--- src/rtl/rtsm_pkg.sv ---
package rtsm_pkg;

  localparam int SCREEN_WIDTH  = 272;
  localparam int SCREEN_HEIGHT = 480;
  localparam int MARKER_SIZE   = 30;

  localparam int CFG_W     = 10;
  localparam int CFG_IDX_W = 3;

  localparam logic [28:0] ID_LO = 29'h310;
  localparam logic [28:0] ID_HI = 29'h38F;

  // 1.5 m and 7.0 m expressed in quarter metres.
  localparam int ALARM_RADIUS_Q = 6;
  localparam int Y_RANGE_Q      = 28;

  // The marker row divides by the forward range through a scaled reciprocal.
  localparam int Y_RECIP_SH = 20;
  localparam int Y_RECIP    = (1 << Y_RECIP_SH) / Y_RANGE_Q + 1;

  localparam int X_MAX   = SCREEN_WIDTH - MARKER_SIZE;
  localparam int Y_MAX   = SCREEN_HEIGHT - MARKER_SIZE;
  localparam int BAR_MAX = 4095;

  localparam int X_NUM_A = 2 * SCREEN_WIDTH + 2;
  localparam int X_NUM_B = 5 * SCREEN_WIDTH;

  localparam int DIV_NW   = 22;
  localparam int DIV_DW   = 12;
  localparam int DIV_STEP = 2;
  localparam int DIV_CYC  = DIV_NW / DIV_STEP;
  localparam int DIV_CW   = $clog2(DIV_CYC + 1);

  localparam logic [CFG_W-1:0] RST_WARN      = 10'd50;
  localparam logic [CFG_W-1:0] RST_DANGER    = 10'd20;
  localparam logic [CFG_W-1:0] RST_VEHICLE   = 10'd30;
  localparam logic [CFG_W-1:0] RST_LAT_SAFE  = 10'd60;
  localparam logic [CFG_W-1:0] RST_LAT_WARN  = 10'd50;
  localparam logic [CFG_W-1:0] RST_LAT_DNGR  = 10'd30;
  localparam logic [CFG_W-1:0] RST_LAT_ALARM = 10'd20;

  typedef enum logic [CFG_IDX_W-1:0] {
    CFG_WARN      = 3'd0,
    CFG_DANGER    = 3'd1,
    CFG_VEHICLE   = 3'd2,
    CFG_LAT_SAFE  = 3'd3,
    CFG_LAT_WARN  = 3'd4,
    CFG_LAT_DNGR  = 3'd5,
    CFG_LAT_ALARM = 3'd6
  } cfg_idx_t;

  typedef enum logic [1:0] {
    ACT_NONE  = 2'd0,
    ACT_SHOW  = 2'd1,
    ACT_CLEAR = 2'd2
  } act_t;

  typedef enum logic [1:0] {
    ZONE_SAFE   = 2'd0,
    ZONE_WARN   = 2'd1,
    ZONE_DANGER = 2'd2,
    ZONE_ALARM  = 2'd3
  } zone_t;

  localparam logic [3:0][15:0] ZONE_COLOUR = {16'd63488, 16'd64512, 16'd65504, 16'd2016};

  typedef struct packed {
    logic [CFG_W-1:0]        warn;
    logic [CFG_W-1:0]        danger;
    logic [CFG_W-1:0]        vehicle;
    logic [3:0][CFG_W-1:0]   lat;
  } cfg_t;

  typedef struct packed {
    logic [1:0]         action;
    logic               make_visible;
    logic [1:0]         zone;
    logic [15:0]        target_color;
    logic [7:0]         target_x_px;
    logic [8:0]         target_y_px;
    logic [11:0]        bar_width_px;
    logic signed [11:0] bar_left_px;
    logic [7:0]         radius_q;
    logic signed [7:0]  angle_deg;
    logic signed [7:0]  lateral_q;
    logic [7:0]         forward_q;
  } res_t;

endpackage

--- src/rtl/rtsm_in_if.sv ---
interface rtsm_in_if;
  logic        valid;
  logic        ready;
  logic        kind;
  logic [28:0] frame_id;
  logic [7:0]  radius_byte;
  logic [7:0]  angle_byte;
  logic [7:0]  forward_byte;
  logic [7:0]  lateral_byte;
  logic [7:0]  status_byte;

  modport source (output valid, kind, frame_id, radius_byte, angle_byte, forward_byte,
                  lateral_byte, status_byte, input ready);
  modport sink (input valid, kind, frame_id, radius_byte, angle_byte, forward_byte,
                lateral_byte, status_byte, output ready);
  modport mon (input valid, ready, kind, frame_id, radius_byte, angle_byte, forward_byte,
               lateral_byte, status_byte);
endinterface

--- src/rtl/rtsm_out_if.sv ---
interface rtsm_out_if;
  logic               valid;
  logic               ready;
  logic [1:0]         action;
  logic               make_visible;
  logic [1:0]         zone;
  logic [15:0]        target_color;
  logic [7:0]         target_x_px;
  logic [8:0]         target_y_px;
  logic [11:0]        bar_width_px;
  logic signed [11:0] bar_left_px;
  logic [7:0]         radius_q;
  logic signed [7:0]  angle_deg;
  logic signed [7:0]  lateral_q;
  logic [7:0]         forward_q;

  modport source (output valid, action, make_visible, zone, target_color, target_x_px,
                  target_y_px, bar_width_px, bar_left_px, radius_q, angle_deg, lateral_q,
                  forward_q, input ready);
  modport sink (input valid, action, make_visible, zone, target_color, target_x_px,
                target_y_px, bar_width_px, bar_left_px, radius_q, angle_deg, lateral_q,
                forward_q, output ready);
  modport mon (input valid, ready, action, make_visible, zone, target_color, target_x_px,
               target_y_px, bar_width_px, bar_left_px, radius_q, angle_deg, lateral_q,
               forward_q);
endinterface

--- src/rtl/rtsm_cfg.sv ---
module rtsm_cfg (
  input  logic                           clk,
  input  logic                           rst_n,
  input  logic                           cfg_we,
  input  logic [rtsm_pkg::CFG_IDX_W-1:0] cfg_index,
  input  logic [rtsm_pkg::CFG_W-1:0]     cfg_wdata,
  output rtsm_pkg::cfg_t                 cfg
);
  import rtsm_pkg::*;

  cfg_t cfg_r;
  cfg_t cfg_nxt;

  always_comb begin
    cfg_nxt = cfg_r;
    if (cfg_we) begin
      case (cfg_idx_t'(cfg_index))
        CFG_WARN:      cfg_nxt.warn    = cfg_wdata;
        CFG_DANGER:    cfg_nxt.danger  = cfg_wdata;
        CFG_VEHICLE:   cfg_nxt.vehicle = cfg_wdata;
        CFG_LAT_SAFE:  cfg_nxt.lat[0]  = cfg_wdata;
        CFG_LAT_WARN:  cfg_nxt.lat[1]  = cfg_wdata;
        CFG_LAT_DNGR:  cfg_nxt.lat[2]  = cfg_wdata;
        CFG_LAT_ALARM: cfg_nxt.lat[3]  = cfg_wdata;
        default:       cfg_nxt = cfg_r;
      endcase
    end
  end

  always_ff @(posedge clk) begin
    if (!rst_n) begin
      cfg_r.warn    <= RST_WARN;
      cfg_r.danger  <= RST_DANGER;
      cfg_r.vehicle <= RST_VEHICLE;
      cfg_r.lat     <= {RST_LAT_ALARM, RST_LAT_DNGR, RST_LAT_WARN, RST_LAT_SAFE};
    end else begin
      cfg_r <= cfg_nxt;
    end
  end

  assign cfg = cfg_r;

endmodule

--- src/rtl/rtsm_div.sv ---
module rtsm_div (
  input  logic                        clk,
  input  logic                        rst_n,
  input  logic                        start,
  input  logic [rtsm_pkg::DIV_NW-1:0] num,
  input  logic [rtsm_pkg::DIV_DW-1:0] den,
  output logic                        done,
  output logic [rtsm_pkg::DIV_NW-1:0] quo
);
  import rtsm_pkg::*;

  logic              busy_r, busy_nxt;
  logic              done_r, done_nxt;
  logic [DIV_CW-1:0] cnt_r, cnt_nxt;
  logic [DIV_DW-1:0] den_r, den_nxt;
  logic [DIV_DW-1:0] rem_r, rem_nxt;
  logic [DIV_NW-1:0] quo_r, quo_nxt;
  logic [DIV_DW:0]   trial;

  // Restoring division, two quotient bits per cycle.
  always_comb begin
    busy_nxt = busy_r;
    done_nxt = 1'b0;
    cnt_nxt  = cnt_r;
    den_nxt  = den_r;
    rem_nxt  = rem_r;
    quo_nxt  = quo_r;
    trial    = '0;
    if (start) begin
      busy_nxt = 1'b1;
      cnt_nxt  = '0;
      den_nxt  = den;
      rem_nxt  = '0;
      quo_nxt  = num;
    end else if (busy_r) begin
      for (int i = 0; i < DIV_STEP; i++) begin
        trial   = {rem_nxt, quo_nxt[DIV_NW-1]};
        quo_nxt = {quo_nxt[DIV_NW-2:0], 1'b0};
        if (trial >= {1'b0, den_r}) begin
          rem_nxt    = DIV_DW'(trial - {1'b0, den_r});
          quo_nxt[0] = 1'b1;
        end else begin
          rem_nxt = trial[DIV_DW-1:0];
        end
      end
      cnt_nxt = cnt_r + 1'b1;
      if (cnt_r == DIV_CW'(DIV_CYC - 1)) begin
        busy_nxt = 1'b0;
        done_nxt = 1'b1;
      end
    end
  end

  always_ff @(posedge clk) begin
    if (!rst_n) begin
      busy_r <= 1'b0;
      done_r <= 1'b0;
      cnt_r  <= '0;
    end else begin
      busy_r <= busy_nxt;
      done_r <= done_nxt;
      cnt_r  <= cnt_nxt;
    end
    den_r <= den_nxt;
    rem_r <= rem_nxt;
    quo_r <= quo_nxt;
  end

  assign done = done_r;
  assign quo  = quo_r;

endmodule

--- src/rtl/radar_target_to_screen_mapper.sv ---
// An input transfer is followed by two divisions by the lateral range, which run one after
// another on the shared divider before the result is loaded.
// One item is handled at a time; a new item is accepted in the cycle after the previous
// result is loaded, even if that result is still waiting.
// Reset (synchronous, active low) hides the target, loads the default registers and
// empties the output.
module radar_target_to_screen_mapper (
  input  logic                           clk,
  input  logic                           rst_n,
  rtsm_in_if.sink                        in_ch,
  rtsm_out_if.source                     out_ch,
  input  logic                           cfg_we,
  input  logic [rtsm_pkg::CFG_IDX_W-1:0] cfg_index,
  input  logic [rtsm_pkg::CFG_W-1:0]     cfg_wdata
);
  import rtsm_pkg::*;

  typedef enum logic [1:0] {S_IDLE, S_START, S_WAIT, S_OUT} state_t;
  typedef enum logic [1:0] {OP_X, OP_BAR} op_t;

  cfg_t cfg;

  state_t            state_r, state_nxt;
  op_t               op_r, op_nxt;
  logic              shown_r, shown_nxt;
  logic              out_valid_r, out_valid_nxt;
  res_t              res_r, res_nxt;
  logic              det_r, det_nxt;
  logic [1:0]        zone_r, zone_nxt;
  logic [CFG_W-1:0]  lr_r, lr_nxt;
  logic [7:0]        radius_r, radius_nxt;
  logic signed [7:0] angle_r, angle_nxt;
  logic signed [7:0] lat_r, lat_nxt;
  logic [7:0]        fwd_r, fwd_nxt;
  logic [7:0]        x_r, x_nxt;
  logic [8:0]        y_r, y_nxt;
  logic [11:0]       bw_r, bw_nxt;

  logic              det;
  logic [11:0]       r5;
  logic [1:0]        zone_in;
  logic [CFG_W-1:0]  lr_sel;
  logic              div_start, div_done;
  logic [DIV_NW-1:0] div_num, div_quo;
  logic [DIV_DW-1:0] div_den;
  logic signed [22:0] x_num;
  logic [4:0]        y_k;
  logic [15:0]       y_n;
  logic [31:0]       y_prod;
  logic [11:0]       y_q;
  logic signed [13:0] bl_diff;

  rtsm_cfg u_cfg (
    .clk       (clk),
    .rst_n     (rst_n),
    .cfg_we    (cfg_we),
    .cfg_index (cfg_index),
    .cfg_wdata (cfg_wdata),
    .cfg       (cfg)
  );

  rtsm_div u_div (
    .clk   (clk),
    .rst_n (rst_n),
    .start (div_start),
    .num   (div_num),
    .den   (div_den),
    .done  (div_done),
    .quo   (div_quo)
  );

  assign det = !in_ch.kind && (in_ch.frame_id >= ID_LO) && (in_ch.frame_id <= ID_HI)
               && !in_ch.status_byte[0];
  assign r5  = {2'b00, in_ch.radius_byte, 2'b00} + {4'b0000, in_ch.radius_byte};

  always_comb begin
    if (!det) begin
      zone_in = ZONE_SAFE;
    end else if (r5 > {1'b0, cfg.warn, 1'b0}) begin
      zone_in = ZONE_SAFE;
    end else if (r5 > {1'b0, cfg.danger, 1'b0}) begin
      zone_in = ZONE_WARN;
    end else if (in_ch.radius_byte > 8'(ALARM_RADIUS_Q)) begin
      zone_in = ZONE_DANGER;
    end else begin
      zone_in = ZONE_ALARM;
    end
  end

  assign lr_sel = cfg.lat[zone_in];

  // Operand for the shared divider, and the forward range term for the marker row.
  assign x_num = $signed(23'(lr_r) * 23'(X_NUM_A)) + 23'(lat_r) * $signed(23'(X_NUM_B));
  assign y_k   = (fwd_r <= 8'(Y_RANGE_Q)) ? 5'(8'(Y_RANGE_Q) - fwd_r) : 5'd0;

  assign y_n    = 16'(y_k * SCREEN_HEIGHT);
  assign y_prod = {16'b0, y_n} * 32'(Y_RECIP);
  assign y_q    = y_prod[Y_RECIP_SH +: 12];

  always_comb begin
    case (op_r)
      OP_X: begin
        div_num = x_num[22] ? '0 : x_num[DIV_NW-1:0];
        div_den = {lr_r, 2'b00};
      end
      OP_BAR: begin
        div_num = DIV_NW'(cfg.vehicle * SCREEN_WIDTH) + DIV_NW'(lr_r);
        div_den = {1'b0, lr_r, 1'b0};
      end
      default: begin
        div_num = '0;
        div_den = DIV_DW'(1);
      end
    endcase
  end

  assign bl_diff = $signed(14'(SCREEN_WIDTH + 1)) - $signed({2'b00, bw_r});

  always_comb begin
    state_nxt     = state_r;
    op_nxt        = op_r;
    shown_nxt     = shown_r;
    out_valid_nxt = out_valid_r && !out_ch.ready;
    res_nxt       = res_r;
    det_nxt       = det_r;
    zone_nxt      = zone_r;
    lr_nxt        = lr_r;
    radius_nxt    = radius_r;
    angle_nxt     = angle_r;
    lat_nxt       = lat_r;
    fwd_nxt       = fwd_r;
    x_nxt         = x_r;
    y_nxt         = y_r;
    bw_nxt        = bw_r;
    div_start     = 1'b0;
    case (state_r)
      S_IDLE: begin
        if (in_ch.valid) begin
          det_nxt    = det;
          zone_nxt   = zone_in;
          lr_nxt     = (lr_sel == '0) ? CFG_W'(1) : lr_sel;
          radius_nxt = in_ch.radius_byte;
          angle_nxt  = $signed(in_ch.angle_byte ^ 8'h80);
          lat_nxt    = $signed(in_ch.lateral_byte ^ 8'h80);
          fwd_nxt    = in_ch.forward_byte;
          op_nxt     = OP_X;
          state_nxt  = S_START;
        end
      end
      S_START: begin
        div_start = 1'b1;
        state_nxt = S_WAIT;
      end
      S_WAIT: begin
        if (div_done) begin
          case (op_r)
            OP_X: begin
              x_nxt  = (div_quo > DIV_NW'(X_MAX)) ? 8'(X_MAX) : div_quo[7:0];
              y_nxt  = (y_q > 12'(Y_MAX)) ? 9'(Y_MAX) : y_q[8:0];
              op_nxt = OP_BAR;
            end
            default: begin
              bw_nxt = (div_quo > DIV_NW'(BAR_MAX)) ? 12'(BAR_MAX) : div_quo[11:0];
            end
          endcase
          state_nxt = (op_r == OP_BAR) ? S_OUT : S_START;
        end
      end
      S_OUT: begin
        if (!out_valid_r || out_ch.ready) begin
          res_nxt = '0;
          if (det_r) begin
            res_nxt.action       = ACT_SHOW;
            res_nxt.make_visible = !shown_r;
            res_nxt.zone         = zone_r;
            res_nxt.target_color = ZONE_COLOUR[zone_r];
            res_nxt.target_x_px  = x_r;
            res_nxt.target_y_px  = y_r;
            res_nxt.bar_width_px = bw_r;
            res_nxt.bar_left_px  = 12'(bl_diff >>> 1);
            res_nxt.radius_q     = radius_r;
            res_nxt.angle_deg    = angle_r;
            res_nxt.lateral_q    = lat_r;
            res_nxt.forward_q    = fwd_r;
            shown_nxt            = 1'b1;
          end else if (shown_r) begin
            res_nxt.action       = ACT_CLEAR;
            res_nxt.bar_width_px = bw_r;
            res_nxt.bar_left_px  = 12'(bl_diff >>> 1);
            shown_nxt            = 1'b0;
          end
          out_valid_nxt = 1'b1;
          state_nxt     = S_IDLE;
        end
      end
      default: state_nxt = S_IDLE;
    endcase
  end

  always_ff @(posedge clk) begin
    if (!rst_n) begin
      state_r     <= S_IDLE;
      op_r        <= OP_X;
      shown_r     <= 1'b0;
      out_valid_r <= 1'b0;
    end else begin
      state_r     <= state_nxt;
      op_r        <= op_nxt;
      shown_r     <= shown_nxt;
      out_valid_r <= out_valid_nxt;
    end
    res_r    <= res_nxt;
    det_r    <= det_nxt;
    zone_r   <= zone_nxt;
    lr_r     <= lr_nxt;
    radius_r <= radius_nxt;
    angle_r  <= angle_nxt;
    lat_r    <= lat_nxt;
    fwd_r    <= fwd_nxt;
    x_r      <= x_nxt;
    y_r      <= y_nxt;
    bw_r     <= bw_nxt;
  end

  assign in_ch.ready         = (state_r == S_IDLE);
  assign out_ch.valid        = out_valid_r;
  assign out_ch.action       = res_r.action;
  assign out_ch.make_visible = res_r.make_visible;
  assign out_ch.zone         = res_r.zone;
  assign out_ch.target_color = res_r.target_color;
  assign out_ch.target_x_px  = res_r.target_x_px;
  assign out_ch.target_y_px  = res_r.target_y_px;
  assign out_ch.bar_width_px = res_r.bar_width_px;
  assign out_ch.bar_left_px  = res_r.bar_left_px;
  assign out_ch.radius_q     = res_r.radius_q;
  assign out_ch.angle_deg    = res_r.angle_deg;
  assign out_ch.lateral_q    = res_r.lateral_q;
  assign out_ch.forward_q    = res_r.forward_q;

endmodule

--- src/flat_wrapper.sv ---
// flat-port wrapper written by rule: the top's interface ports become plain ports
module radar_target_to_screen_mapper_flat import rtsm_pkg::*;
  (clk, rst_n, cfg_we, cfg_index, cfg_wdata, in_ch_valid, in_ch_kind, in_ch_frame_id, in_ch_radius_byte, in_ch_angle_byte, in_ch_forward_byte, in_ch_lateral_byte, in_ch_status_byte, in_ch_ready, out_ch_valid, out_ch_action, out_ch_make_visible, out_ch_zone, out_ch_target_color, out_ch_target_x_px, out_ch_target_y_px, out_ch_bar_width_px, out_ch_bar_left_px, out_ch_radius_q, out_ch_angle_deg, out_ch_lateral_q, out_ch_forward_q, out_ch_ready);
  rtsm_in_if in_ch_i ();
  rtsm_out_if out_ch_i ();
  input  logic clk;
  input  logic rst_n;
  input  logic cfg_we;
  input  logic [rtsm_pkg::CFG_IDX_W-1:0] cfg_index;
  input  logic [rtsm_pkg::CFG_W-1:0] cfg_wdata;
  input wire logic [$bits(in_ch_i.valid)-1:0] in_ch_valid;
  input wire logic [$bits(in_ch_i.kind)-1:0] in_ch_kind;
  input wire logic [$bits(in_ch_i.frame_id)-1:0] in_ch_frame_id;
  input wire logic [$bits(in_ch_i.radius_byte)-1:0] in_ch_radius_byte;
  input wire logic [$bits(in_ch_i.angle_byte)-1:0] in_ch_angle_byte;
  input wire logic [$bits(in_ch_i.forward_byte)-1:0] in_ch_forward_byte;
  input wire logic [$bits(in_ch_i.lateral_byte)-1:0] in_ch_lateral_byte;
  input wire logic [$bits(in_ch_i.status_byte)-1:0] in_ch_status_byte;
  output wire logic [$bits(in_ch_i.ready)-1:0] in_ch_ready;
  output wire logic [$bits(out_ch_i.valid)-1:0] out_ch_valid;
  output wire logic [$bits(out_ch_i.action)-1:0] out_ch_action;
  output wire logic [$bits(out_ch_i.make_visible)-1:0] out_ch_make_visible;
  output wire logic [$bits(out_ch_i.zone)-1:0] out_ch_zone;
  output wire logic [$bits(out_ch_i.target_color)-1:0] out_ch_target_color;
  output wire logic [$bits(out_ch_i.target_x_px)-1:0] out_ch_target_x_px;
  output wire logic [$bits(out_ch_i.target_y_px)-1:0] out_ch_target_y_px;
  output wire logic [$bits(out_ch_i.bar_width_px)-1:0] out_ch_bar_width_px;
  output wire logic [$bits(out_ch_i.bar_left_px)-1:0] out_ch_bar_left_px;
  output wire logic [$bits(out_ch_i.radius_q)-1:0] out_ch_radius_q;
  output wire logic [$bits(out_ch_i.angle_deg)-1:0] out_ch_angle_deg;
  output wire logic [$bits(out_ch_i.lateral_q)-1:0] out_ch_lateral_q;
  output wire logic [$bits(out_ch_i.forward_q)-1:0] out_ch_forward_q;
  input wire logic [$bits(out_ch_i.ready)-1:0] out_ch_ready;
  assign in_ch_i.valid = in_ch_valid;
  assign in_ch_i.kind = in_ch_kind;
  assign in_ch_i.frame_id = in_ch_frame_id;
  assign in_ch_i.radius_byte = in_ch_radius_byte;
  assign in_ch_i.angle_byte = in_ch_angle_byte;
  assign in_ch_i.forward_byte = in_ch_forward_byte;
  assign in_ch_i.lateral_byte = in_ch_lateral_byte;
  assign in_ch_i.status_byte = in_ch_status_byte;
  assign in_ch_ready = in_ch_i.ready;
  assign out_ch_valid = out_ch_i.valid;
  assign out_ch_action = out_ch_i.action;
  assign out_ch_make_visible = out_ch_i.make_visible;
  assign out_ch_zone = out_ch_i.zone;
  assign out_ch_target_color = out_ch_i.target_color;
  assign out_ch_target_x_px = out_ch_i.target_x_px;
  assign out_ch_target_y_px = out_ch_i.target_y_px;
  assign out_ch_bar_width_px = out_ch_i.bar_width_px;
  assign out_ch_bar_left_px = out_ch_i.bar_left_px;
  assign out_ch_radius_q = out_ch_i.radius_q;
  assign out_ch_angle_deg = out_ch_i.angle_deg;
  assign out_ch_lateral_q = out_ch_i.lateral_q;
  assign out_ch_forward_q = out_ch_i.forward_q;
  assign out_ch_i.ready = out_ch_ready;
  radar_target_to_screen_mapper u_core (.clk(clk), .rst_n(rst_n), .in_ch(in_ch_i), .out_ch(out_ch_i), .cfg_we(cfg_we), .cfg_index(cfg_index), .cfg_wdata(cfg_wdata));
endmodule
--- config.mk ---
export PLATFORM = sky130hd
export DESIGN_NAME = radar_target_to_screen_mapper_flat
export DESIGN_NICKNAME = d
export VERILOG_FILES = /design/src/rtl/rtsm_pkg.sv /design/src/rtl/rtsm_in_if.sv /design/src/rtl/rtsm_out_if.sv /design/src/rtl/rtsm_cfg.sv /design/src/rtl/rtsm_div.sv /design/src/rtl/radar_target_to_screen_mapper.sv /design/src/flat_wrapper.sv
export SDC_FILE = /design/constraint.sdc
export NUM_CORES = 1
export LEC_CHECK = 0
export BUFFER_PORTS_ARGS = -buffer_cell sky130_fd_sc_hd__buf_2
export CAP_MARGIN = 20
export CORE_AREA = 8 8 191 193
export DETAILED_ROUTE_END_ITERATION = 7
export DIE_AREA = 0 0 199 201
export PLACE_DENSITY = 0.73
export SYNTH_ARGS = -nofsm -noshare
export SYNTH_HDL_FRONTEND = slang
export SYNTH_SLANG_ARGS = --single-unit
--- constraint.sdc ---
create_clock -name clk -period 20.5 [get_ports clk]
set_input_delay 2.05 -clock clk [delete_from_list [all_inputs] [get_ports clk]]
set_output_delay 2.05 -clock clk [all_outputs]
set_load 0.05 [all_outputs]
Yosys cells after proc, flatten, opt, wreduce, memory -nomap -nowiden

Cells that the tools add are included.

Bitwise operators: 5
$lt $le $gt $ge: 13
Divide/modulo/power cells: 0
$add $sub $neg: 8
Shift-type cells: 0
Reduce and logical (&&, ||, !) cells: 31
Equality and inequality tests: 15
Multipliers: 5
Muxes and demuxes: 40

Operators with widths:

| kind                  | count |
|---|---|
| $mux 22               | 3 |
| $mux 12               | 4 |
| $mux 24               | 2 |
| $pmux 22 s2           | 1 |
| $bmux 16 s2           | 1 |
| $ge 29x10->1 const B  | 1 |
| $le 29x10->1 const B  | 1 |
| $ge 13x12->1          | 2 |
| $gt 12x11->1          | 2 |
| $mul 9x15->24 const B | 1 |
| $pmux 12 s2           | 1 |
| $sub 12x12->12        | 2 |
| $add 21x23->23        | 1 |
| $gt 22x12->1 const B  | 1 |
| $gt 22x8->1 const B   | 1 |
| $mux 2                | 11 |
| $add 19x10->20        | 1 |
| $bmux 10 s2           | 1 |
| $mul 10x9->19 const B | 1 |
| $reduce_and 2->1      | 9 |
| $mul 8x8->16 const B  | 1 |
| $mux 16               | 1 |
| $mul 10x5->15 const B | 1 |
| $sub 9x12->13 const A | 1 |
| 33 further kinds      | 66 |

Memories: 0
Word-level logic and storage cells: 156
Register bits after elaboration: 296
Bits in latches: 0
Input port bits: 88
Output and inout bits: 96
Bits in read-only memories: 0
Memory bits (writable): 0

Depth between registers and ports, before layout

Gate-level depths: netlist of run 1.

Word-level depth: 8
Gate-level depth with buffers: 31
Gate-level depth less buffers: 31

Modules after synthesis

A second synthesis of run 1 with hierarchy kept.

Cell total of the unflattened synthesis: 1,778
Area total of the unflattened synthesis: 18,676.7 um^2

Modules (own cells, without submodules):

| module                        | area an instance (um^2) | seq. area each (um^2) | times used | cells each |
|---|---|---|---|---|
| radar_target_to_screen_mapper | 12,693.4                | 4,724.5               | 1          | 1,203 |
| rtsm_div                      | 3,345.7                 | 1,381.3               | 1          | 328 |
| rtsm_cfg                      | 2,637.5                 | 1,401.3               | 1          | 247 |

Least setup slack after synthesis of run 1

Ideal clock, no wire load.

Kind: flip-flop to flip-flop
Start: reg u_core.fwd_r[0]
End: reg u_core.y_r[1] (data pin)
Library setup time: 270 ps
Arrival time: 7,069 ps
Required time: 20,230 ps
Path slack: 13,161 ps
Cell stages (with the launch flop): 32
Path buffers: 0
Period minus slack after synthesis: 7,339 ps
Cells stage by stage: edfxtp_1 -> inv_1 -> ha_1 -> nor2_1 -> a21oi_1 -> and2_1 -> inv_1 -> fa_1 -> fa_1 -> inv_1 -> ha_1 -> a21o_1 -> a21oi_1 -> o21bai_1 -> a21oi_1 -> xnor2_1 -> ha_1 -> inv_1 -> fa_1 -> fa_1 -> inv_1 -> ha_1 -> ha_1 -> nor3_1 -> nor2_1 -> o211a_1 -> a21boi_0 -> nor2_1 -> xor2_1 -> a2111oi_0 -> nor3_1 -> or3b_2

Word-level cells in the longest chain between the ends: 5
Elaborated cells between the ends (all ways): 6
Classes of those cells: 1 x add/sub; 2 x mul; 2 x order compare; 1 x mux

Ends and longest elaborated chain:

| item                                      | line                                 | source |
|---|---|---|
| start: declaration                        | radar_target_to_screen_mapper.sv:34  | `logic [7:0] fwd_r, fwd_nxt;` |
| start signal: assignment                  | radar_target_to_screen_mapper.sv:219 | `fwd_r <= fwd_nxt;` |
| $le 8x5->1 or $sub 5x5->5 (tied branches) | radar_target_to_screen_mapper.sv:94  | `assign y_k = (fwd_r <= 8'(Y_RANGE_Q)) ? 5'(8'(Y_RANGE_Q) - fwd_r) : 5'd0;` |
| $mux 5 *                                  | radar_target_to_screen_mapper.sv:94  |  |
| $mul 5x4->9 *                             | radar_target_to_screen_mapper.sv:96  | `assign y_n = 16'(y_k * SCREEN_HEIGHT);` |
| $mul 9x15->24 *                           | radar_target_to_screen_mapper.sv:97  | `assign y_prod = {16'b0, y_n} * 32'(Y_RECIP);` |
| $gt 12x9->1                               | radar_target_to_screen_mapper.sv:159 | `y_nxt = (y_q > 12'(Y_MAX)) ? 9'(Y_MAX) : y_q[8:0];` |
| end signal: assignment                    | radar_target_to_screen_mapper.sv:221 | `y_r <= y_nxt;` |
| end: declaration                          | radar_target_to_screen_mapper.sv:36  | `logic [8:0] y_r, y_nxt;` |

Every way passes the cells marked *; elsewhere a longest branch is shown, timed or not.
A chain may end at the register's enable or synchronous reset.

Final worst setup path of run 1

Same ends and word-level chain as after synthesis.

==> results of run 1 <==
metal layers:
metal,global-route usage [%],vias to the layer above
met5,0,-
met1,23.7,6304
met3,2.55,70
met4,6.33,0
met2,34.6,316
li1,-,6755
registers in the layout, indices dropped and copies added, names as in the netlist, 9 cells and up:
register,count
u_core.u_cfg.cfg,70
u_core.u_div.quo,22
u_core.bw_r,12
u_core.out_ch.bar_left_px,12
u_core.u_div.rem_r,12
u_core.out_ch.bar_width_px,11
u_core.u_div.den_r,11
u_core.lr_r,10
u_core.out_ch.target_y_px,9
u_core.y_r,9
synth_stat cells, drive strengths merged, types with 4 or more instances:
| master | number | area share [%] |
|---|---|---|
| o22ai | 4 | 0.14 |
| inv | 163 | 3.4 |
| nor4b | 4 | 0.23 |
| fa | 32 | 3.5 |
| dfxtp | 93 | 10 |
| a31oi | 4 | 0.17 |
| a21o | 29 | 1.2 |
| a21oi | 96 | 2.7 |
| ha | 216 | 15 |
| edfxtp | 187 | 31 |
| o21ai | 82 | 2.3 |
| nand2b | 16 | 0.55 |
| clkbuf | 45 | 0.93 |
| buf | 18 | 0.72 |
| and2 | 68 | 2.3 |
| or3 | 14 | 0.48 |
| o21a | 13 | 0.54 |
| a211oi | 12 | 0.50 |
| nor3b | 5 | 0.21 |
| nor4 | 8 | 0.28 |
| o211ai | 12 | 0.50 |
| o21bai | 8 | 0.33 |
| nand4 | 11 | 0.38 |
| nor2 | 122 | 2.5 |
| o41a | 4 | 0.25 |
| o31ai | 10 | 0.41 |
| xnor2 | 51 | 2.5 |
| xor2 | 36 | 1.7 |
| a2111oi | 4 | 0.20 |
| or2 | 20 | 0.69 |
| a221oi | 10 | 0.52 |
| mux2 | 17 | 1.1 |
| a22oi | 4 | 0.17 |
| a21boi | 62 | 2.6 |
| nand3 | 36 | 0.99 |
| nor2b | 40 | 1.4 |
| and3 | 6 | 0.21 |
| mux2i | 12 | 0.66 |
| nand2 | 204 | 4.2 |
| o31a | 6 | 0.29 |
| nor3 | 29 | 0.80 |
kinds of logic (layout without fill, tap and decap cells):
| family | count (synthesis) | count (layout) |
|---|---|---|
| AOI/OAI and AO/OA | 379 | 379 |
| xor gates and xnor gates | 87 | 87 |
| adders and majority gates | 248 | 248 |
| buffers and inverters | 226 | 400 |
| DFF | 280 | 280 |
| muxes | 29 | 29 |
| other | 1 | 5 |
| and+or+nand+nor | 594 | 594 |
final timing paths:
| kind | from | endpoint | slack [ps] |
|---|---|---|---|
| setup / recovery | u_core.fwd_r[0] | u_core.y_r[1] | 12350 |
| hold / removal | u_core.u_cfg.cfg[37] | u_core.u_cfg.cfg[37] | 460 |
| setup reg to reg | u_core.fwd_r[0] | u_core.y_r[1] | 12350 |
| hold reg to reg | u_core.u_cfg.cfg[37] | u_core.u_cfg.cfg[37] | 460 |
power by group through the flow:
stage	sequential [mW]	combinational [mW]	clock, mW
2_1_floorplan	0.677	0.702	0
3_3_place_gp	0.678	0.871	0
3_5_place_dp	0.679	0.891	0
4_1_cts	0.667	0.902	0.551
5_1_grt	0.671	1.01	0.571
6_report	0.667	0.908	0.539
stage by stage:
stage / utilization, % / total power [mW] / cell area [µm²]
2_1_floorplan: - / 1.38 / 18200
3_3_place_gp: 58.2 / 1.55 / 19400
3_5_place_dp: 58.3 / 1.57 / 19400
4_1_cts: 61.3 / 2.12 / 20400
5_1_grt: 61.3 / 2.25 / 20400
6_report: 61.3 / 2.11 / 20400
worst min-delay path: stages, from the launching register on:
cell and delay, ps:
dfxtp_1 310, nand2_1 50, a21boi_0 60
layout make-up:
cell class                      count  area share, %
Sequential cell                   280           36.7
Clock inverter                     19          0.920
Multi-Input combinational cell   1342           48.1
Timing Repair Buffer              181           4.60
Clock buffer                       37           3.96
Inverter                          163           3.00
Tap cell                          448           2.75
==> impl_metrics.csv, run 1 <==
group,metric,value,unit
run_status,status,"complete, no violations",
critical_path,crit_cells,31,
power,irDropWorstVdd,82.8,µV
power,p_sw,0.771,mW
synth,netlist_area,18200,µm²
routing,dr_wl_met2,20100,µm
floorplan,die_x,199,µm
power,comb_power_share,42.9,%
finish,multiInputGateArea,9820,µm²
sta,clock_skew,12.0,ps
finish,drive_above_1_share,13.8,%
finish,stdcell_count,2470,
floorplan,initial_core_util,54.6,%
clocking,post_cts_buffers,0,
place,io_buffers,167,
routing,vias,13400,
global_route,grt_pass1_wl,64200,µm
floorplan,row_count,67,
clocking,clk_latency,560,ps
routing,top_layer_used,"met4",
routing,drt-total-wl,40000,µm
clocking,clkSlewWorstSetupHoldPaths,60,ps
critical_path,cp.required,20800,ps
critical_path,cp_max_fo,6,
finish,syn2layout_area_growth,12.3,%
floorplan,io-pin-count,184,
sta,layout_min_cycle_time,8150,ps
routing,drt_iter0_drc,675,
floorplan,die_area,40000,µm²
critical_path,worst_r2r_path_depth,31,
finish,final_common_cell,"ha_1",
finish,final_cell_mix,"216 x ha_1, 204 x nand2_1, 187 x edfxtp_1, 168 x buf_2, 163 x inv_1",
clocking,cts_root_buf,"clkbuf_16",
synth,yosys.area_share.simple,15.8,%
clocking,cts_max_level,1,
power,seq_power_share,31.6,%
global_route,gr-total-overflow,0,
synth,synth_flop_cell,"edfxtp_1",
global_route,grt_max_degree,79,
clocking,cts_tree,"done",
place,place_ws,12390,ps
critical_path,critPathKind,"flip-flop to flip-flop",
finish,diodes,0,
synth,synth_compound_area_share,13.7,%
hold_path,whs_path_depth,2,
synth,yosysUniqueCellTypes,70,
sta,setup_viol,0,
clocking,cts_resized,0,
critical_path,cp-start-kind,"flip-flop",
routing,wl_per_cell,16.2,µm
power,clock_power_share,25.5,%
critical_path,cp_top_family,"adder cells",
synth,synth_edf_count,187,
place,post-place-cells,2413,
power,intPower,1.34,mW
synth,synth_cells,1844,
synth,synth_xor_area_share,4.20,%
clocking,clkSinkCount,280,
sta,slew_violations,0,
sta,fin_tns_setup,0,ps
clocking,cts_buffers,30,
global_route,grt_pass1_vias,13100,
sta,setup_slack,12350,ps
finish,final.fill_count,2780,
power,power_density,104,nW/µm²
floorplan,core_area,33300,µm²
synth,muxShareOfSynthArea,1.72,%
synth,synth_top_family_by_area,"adder cells",
routing,wl_met1,17000,µm
critical_path,critPathCaptureType,"flip-flop",
sta,worstMarginPinSlew,993,ps
routing,ant_nets,0,
synth,synth.avg_cell_area,9.85,µm²
critical_path,max_stage_delay,510,ps
synth,synth_seq_cells,280,
sta,grt_setup_unrepaired,"false",
power,switching_share,36.4,%
sta,hold_violations,0,
synth,yosysSeqAreaShare,41.2,%
sta,slew_headroom,33.7,%
routing,dr_wl_met3,1990,µm
finish,layout.nets,2334,
sta,fmax,123,MHz
routing,routed_via_density,5.44,
critical_path,arrival,8460,ps
synth,async_reset_ff_share,0,%
sta,period_share,39.8,%
synth,synthAdderAreaFrac,18.4,%
global_route,grtUsageTotal,19.4,%
critical_path,worst-path-buf-inv,5,
run,max-cap-violations,0,
finish,regArea,7480,µm²
global_route,antenna_found_initial,0,
power,p_leak,8.79,nW
clocking,clockBufferDepth,3,
synth,ys_warn_count,0,
clocking,cts_hold_buf,0,
routing,drt_pass1_iterations,6,
routing,remaining_drc_errors,0,
sta,timing.hold.ws,464,ps
place,gp_congestion,0.856,
place,dp_hpwl,30600,µm
critical_path,slowest_stage,"fa_1",
hold_path,hold_class,"flip-flop to flip-flop",
floorplan,die_y,201,µm
(Power assumes the default switching activity.)
==> inputs of run 2 (changes only) <==
Clock period 20.5 ns to 7.55 ns, I/O delays scaled along.
==> run 2 against run 1 <==
Effect of this change:
- first-iteration DRC count grew 1.3%
- final cell count grew 0.53%
- critical path depth down 2
- cell area grew 0.74%
- wire length grew 1.2%
- core utilization rose by 0.45 points
- critical endpoint unchanged
==> impl_metrics.csv, run 2 (same netlist as run 1, synthesis figures left out) <==
group,metric,value,unit
finish,syn2layout_area_growth,13.2,%
critical_path,critPathCaptureType,"flip-flop",
run_status,status,"complete, no violations",
routing,vias,13600,
finish,final_cell_mix,"213 x ha_1, 204 x nand2_1, 187 x edfxtp_1, 167 x buf_2, 163 x inv_1",
sta,fmax,137,MHz
sta,period_share,96.4,%
sta,slew_violations,0,
floorplan,die_area,40000,µm²
sta,hold_violations,0,
finish,stdcell_area,20500,µm²
clocking,clkSlewWorstSetupHoldPaths,60,ps
routing,routed_via_density,5.46,
finish,stdcell_count,2483,
critical_path,slowest_stage,"fa_1",
finish,drive_above_1_share,15.1,%
critical_path,cp.required,7840,ps
clocking,cts_tree,"done",
critical_path,cp-start-kind,"flip-flop",
floorplan,io-pin-count,184,
routing,drt_pass1_iterations,7,
power,power_density,281,nW/µm²
global_route,grt_pass1_wl,66000,µm
finish,largest_reg_flops,70,
floorplan,die_x,199,µm
place,io_buffers,167,
finish,layout.nets,2347,
finish,multiInputGateArea,9880,µm²
routing,drt-total-wl,40500,µm
place,post-place-cells,2424,
global_route,grt_pass1_vias,13400,
place,dp_hpwl,30700,µm
power,p_leak,8.86,nW
global_route,grt_max_degree,83,
routing,remaining_drc_errors,0,
run,max-cap-violations,0,
clocking,cts_root_buf,"clkbuf_16",
sta,layout_min_cycle_time,7280,ps
sta,slew_headroom,27.1,%
critical_path,cp_max_fo,4,
clocking,cts_max_level,1,
finish,final.fill_count,2791,
clocking,cts_buffers,30,
floorplan,row_count,67,
power,fin_total_pwr,5.77,mW
hold_path,hold_class,"input port to flip-flop",
clocking,clk_latency,550,ps
floorplan,die_y,201,µm
sta,clock_skew,9.57,ps
routing,ant_nets,0,
finish,final_common_cell,"ha_1",
critical_path,arrival,7570,ps
place,gp_congestion,0.855,
clocking,cts_hold_buf,0,
power,irDropWorstVdd,310,µV
place,post_dp_cell_area,19500,µm²
routing,drt_iter0_drc,684,
sta,timing.hold.ws,374,ps
sta,setup_viol,0,
clocking,clkSinkCount,280,
sta,worstMarginPinSlew,1090,ps
global_route,gr-total-overflow,0,
global_route,antenna_found_initial,0,
routing,wl_per_cell,16.3,µm
floorplan,initial_core_util,54.6,%
finish,diodes,0,
clocking,clockBufferDepth,3,
global_route,grtUsageTotal,19.8,%
critical_path,max_stage_delay,510,ps
critical_path,critPathKind,"flip-flop to flip-flop",
finish,regArea,7480,µm²
critical_path,crit_path_frequent_cell,"fa_1",
floorplan,core_area,33300,µm²
## run 2: where the power goes
group          switching [mW]  internal (mW)  leakage, nW
combinational            1.45           1.05         5.95
clock                   0.602          0.851        0.473
sequential             0.0730           1.74         2.44
total                    2.12           3.64         8.86
## run 2: repair_timing
action / CTS / global route
gates resized for setup: 2 / 14
setup buffers: 0 / 3
gates cloned: 0 / 0
setup endpoints to repair: 1 / 7
pin swaps: 0 / 10
## run 2: final timing paths
path	to	cells past startpoint	start	slack (ps)
max reg2reg	u_core.y_r[1]	29	u_core.fwd_r[7]	270
min reg2reg	u_core.u_cfg.cfg[0]	2	u_core.u_cfg.cfg[0]	460
min	u_core.angle_r[6]	1	in_ch_angle_byte[6]	370
max	u_core.y_r[1]	29	u_core.fwd_r[7]	270
## run 2: worst max-delay path, delay by kind of cell (launching register included)
family          cells  cell delay, ps
compound gates      9            1680
xor+xnor            2             290
fa+ha+maj           8            2950
buf+inv             4             280
flops               1             390
simple gates        6            1400
## run 2: metrics by stage
stage               TNS (ps)  utilization (%)  setup slack, ps
finish                     0             61.7              274
global route           -82.5             61.7            -82.5
CTS                        0             61.5             13.0
detailed placement     -86.3             58.5            -86.3
global placement           0             58.5              106
floorplan                  0                -              211
## run 2: cell type report
cell class | count | area share (%)
inverter | 163 | 2.98
sequential | 280 | 36.4
clock buffer | 42 | 4.12
timing repair buffer | 194 | 5.05
multi-input combinational | 1342 | 48.1
clock inverter | 14 | 0.651
tap | 448 | 2.73
## run 2: routing by layer
layer | up-vias | track usage (%) | wire length, µm
met5 | - | 0 | 0
met2 | 293 | 36.0 | 20500
met3 | 55 | 2.41 | 1820
met1 | 6421 | 24.7 | 17500
li1 | 6795 | - | -
met4 | 0 | 4.37 | 669
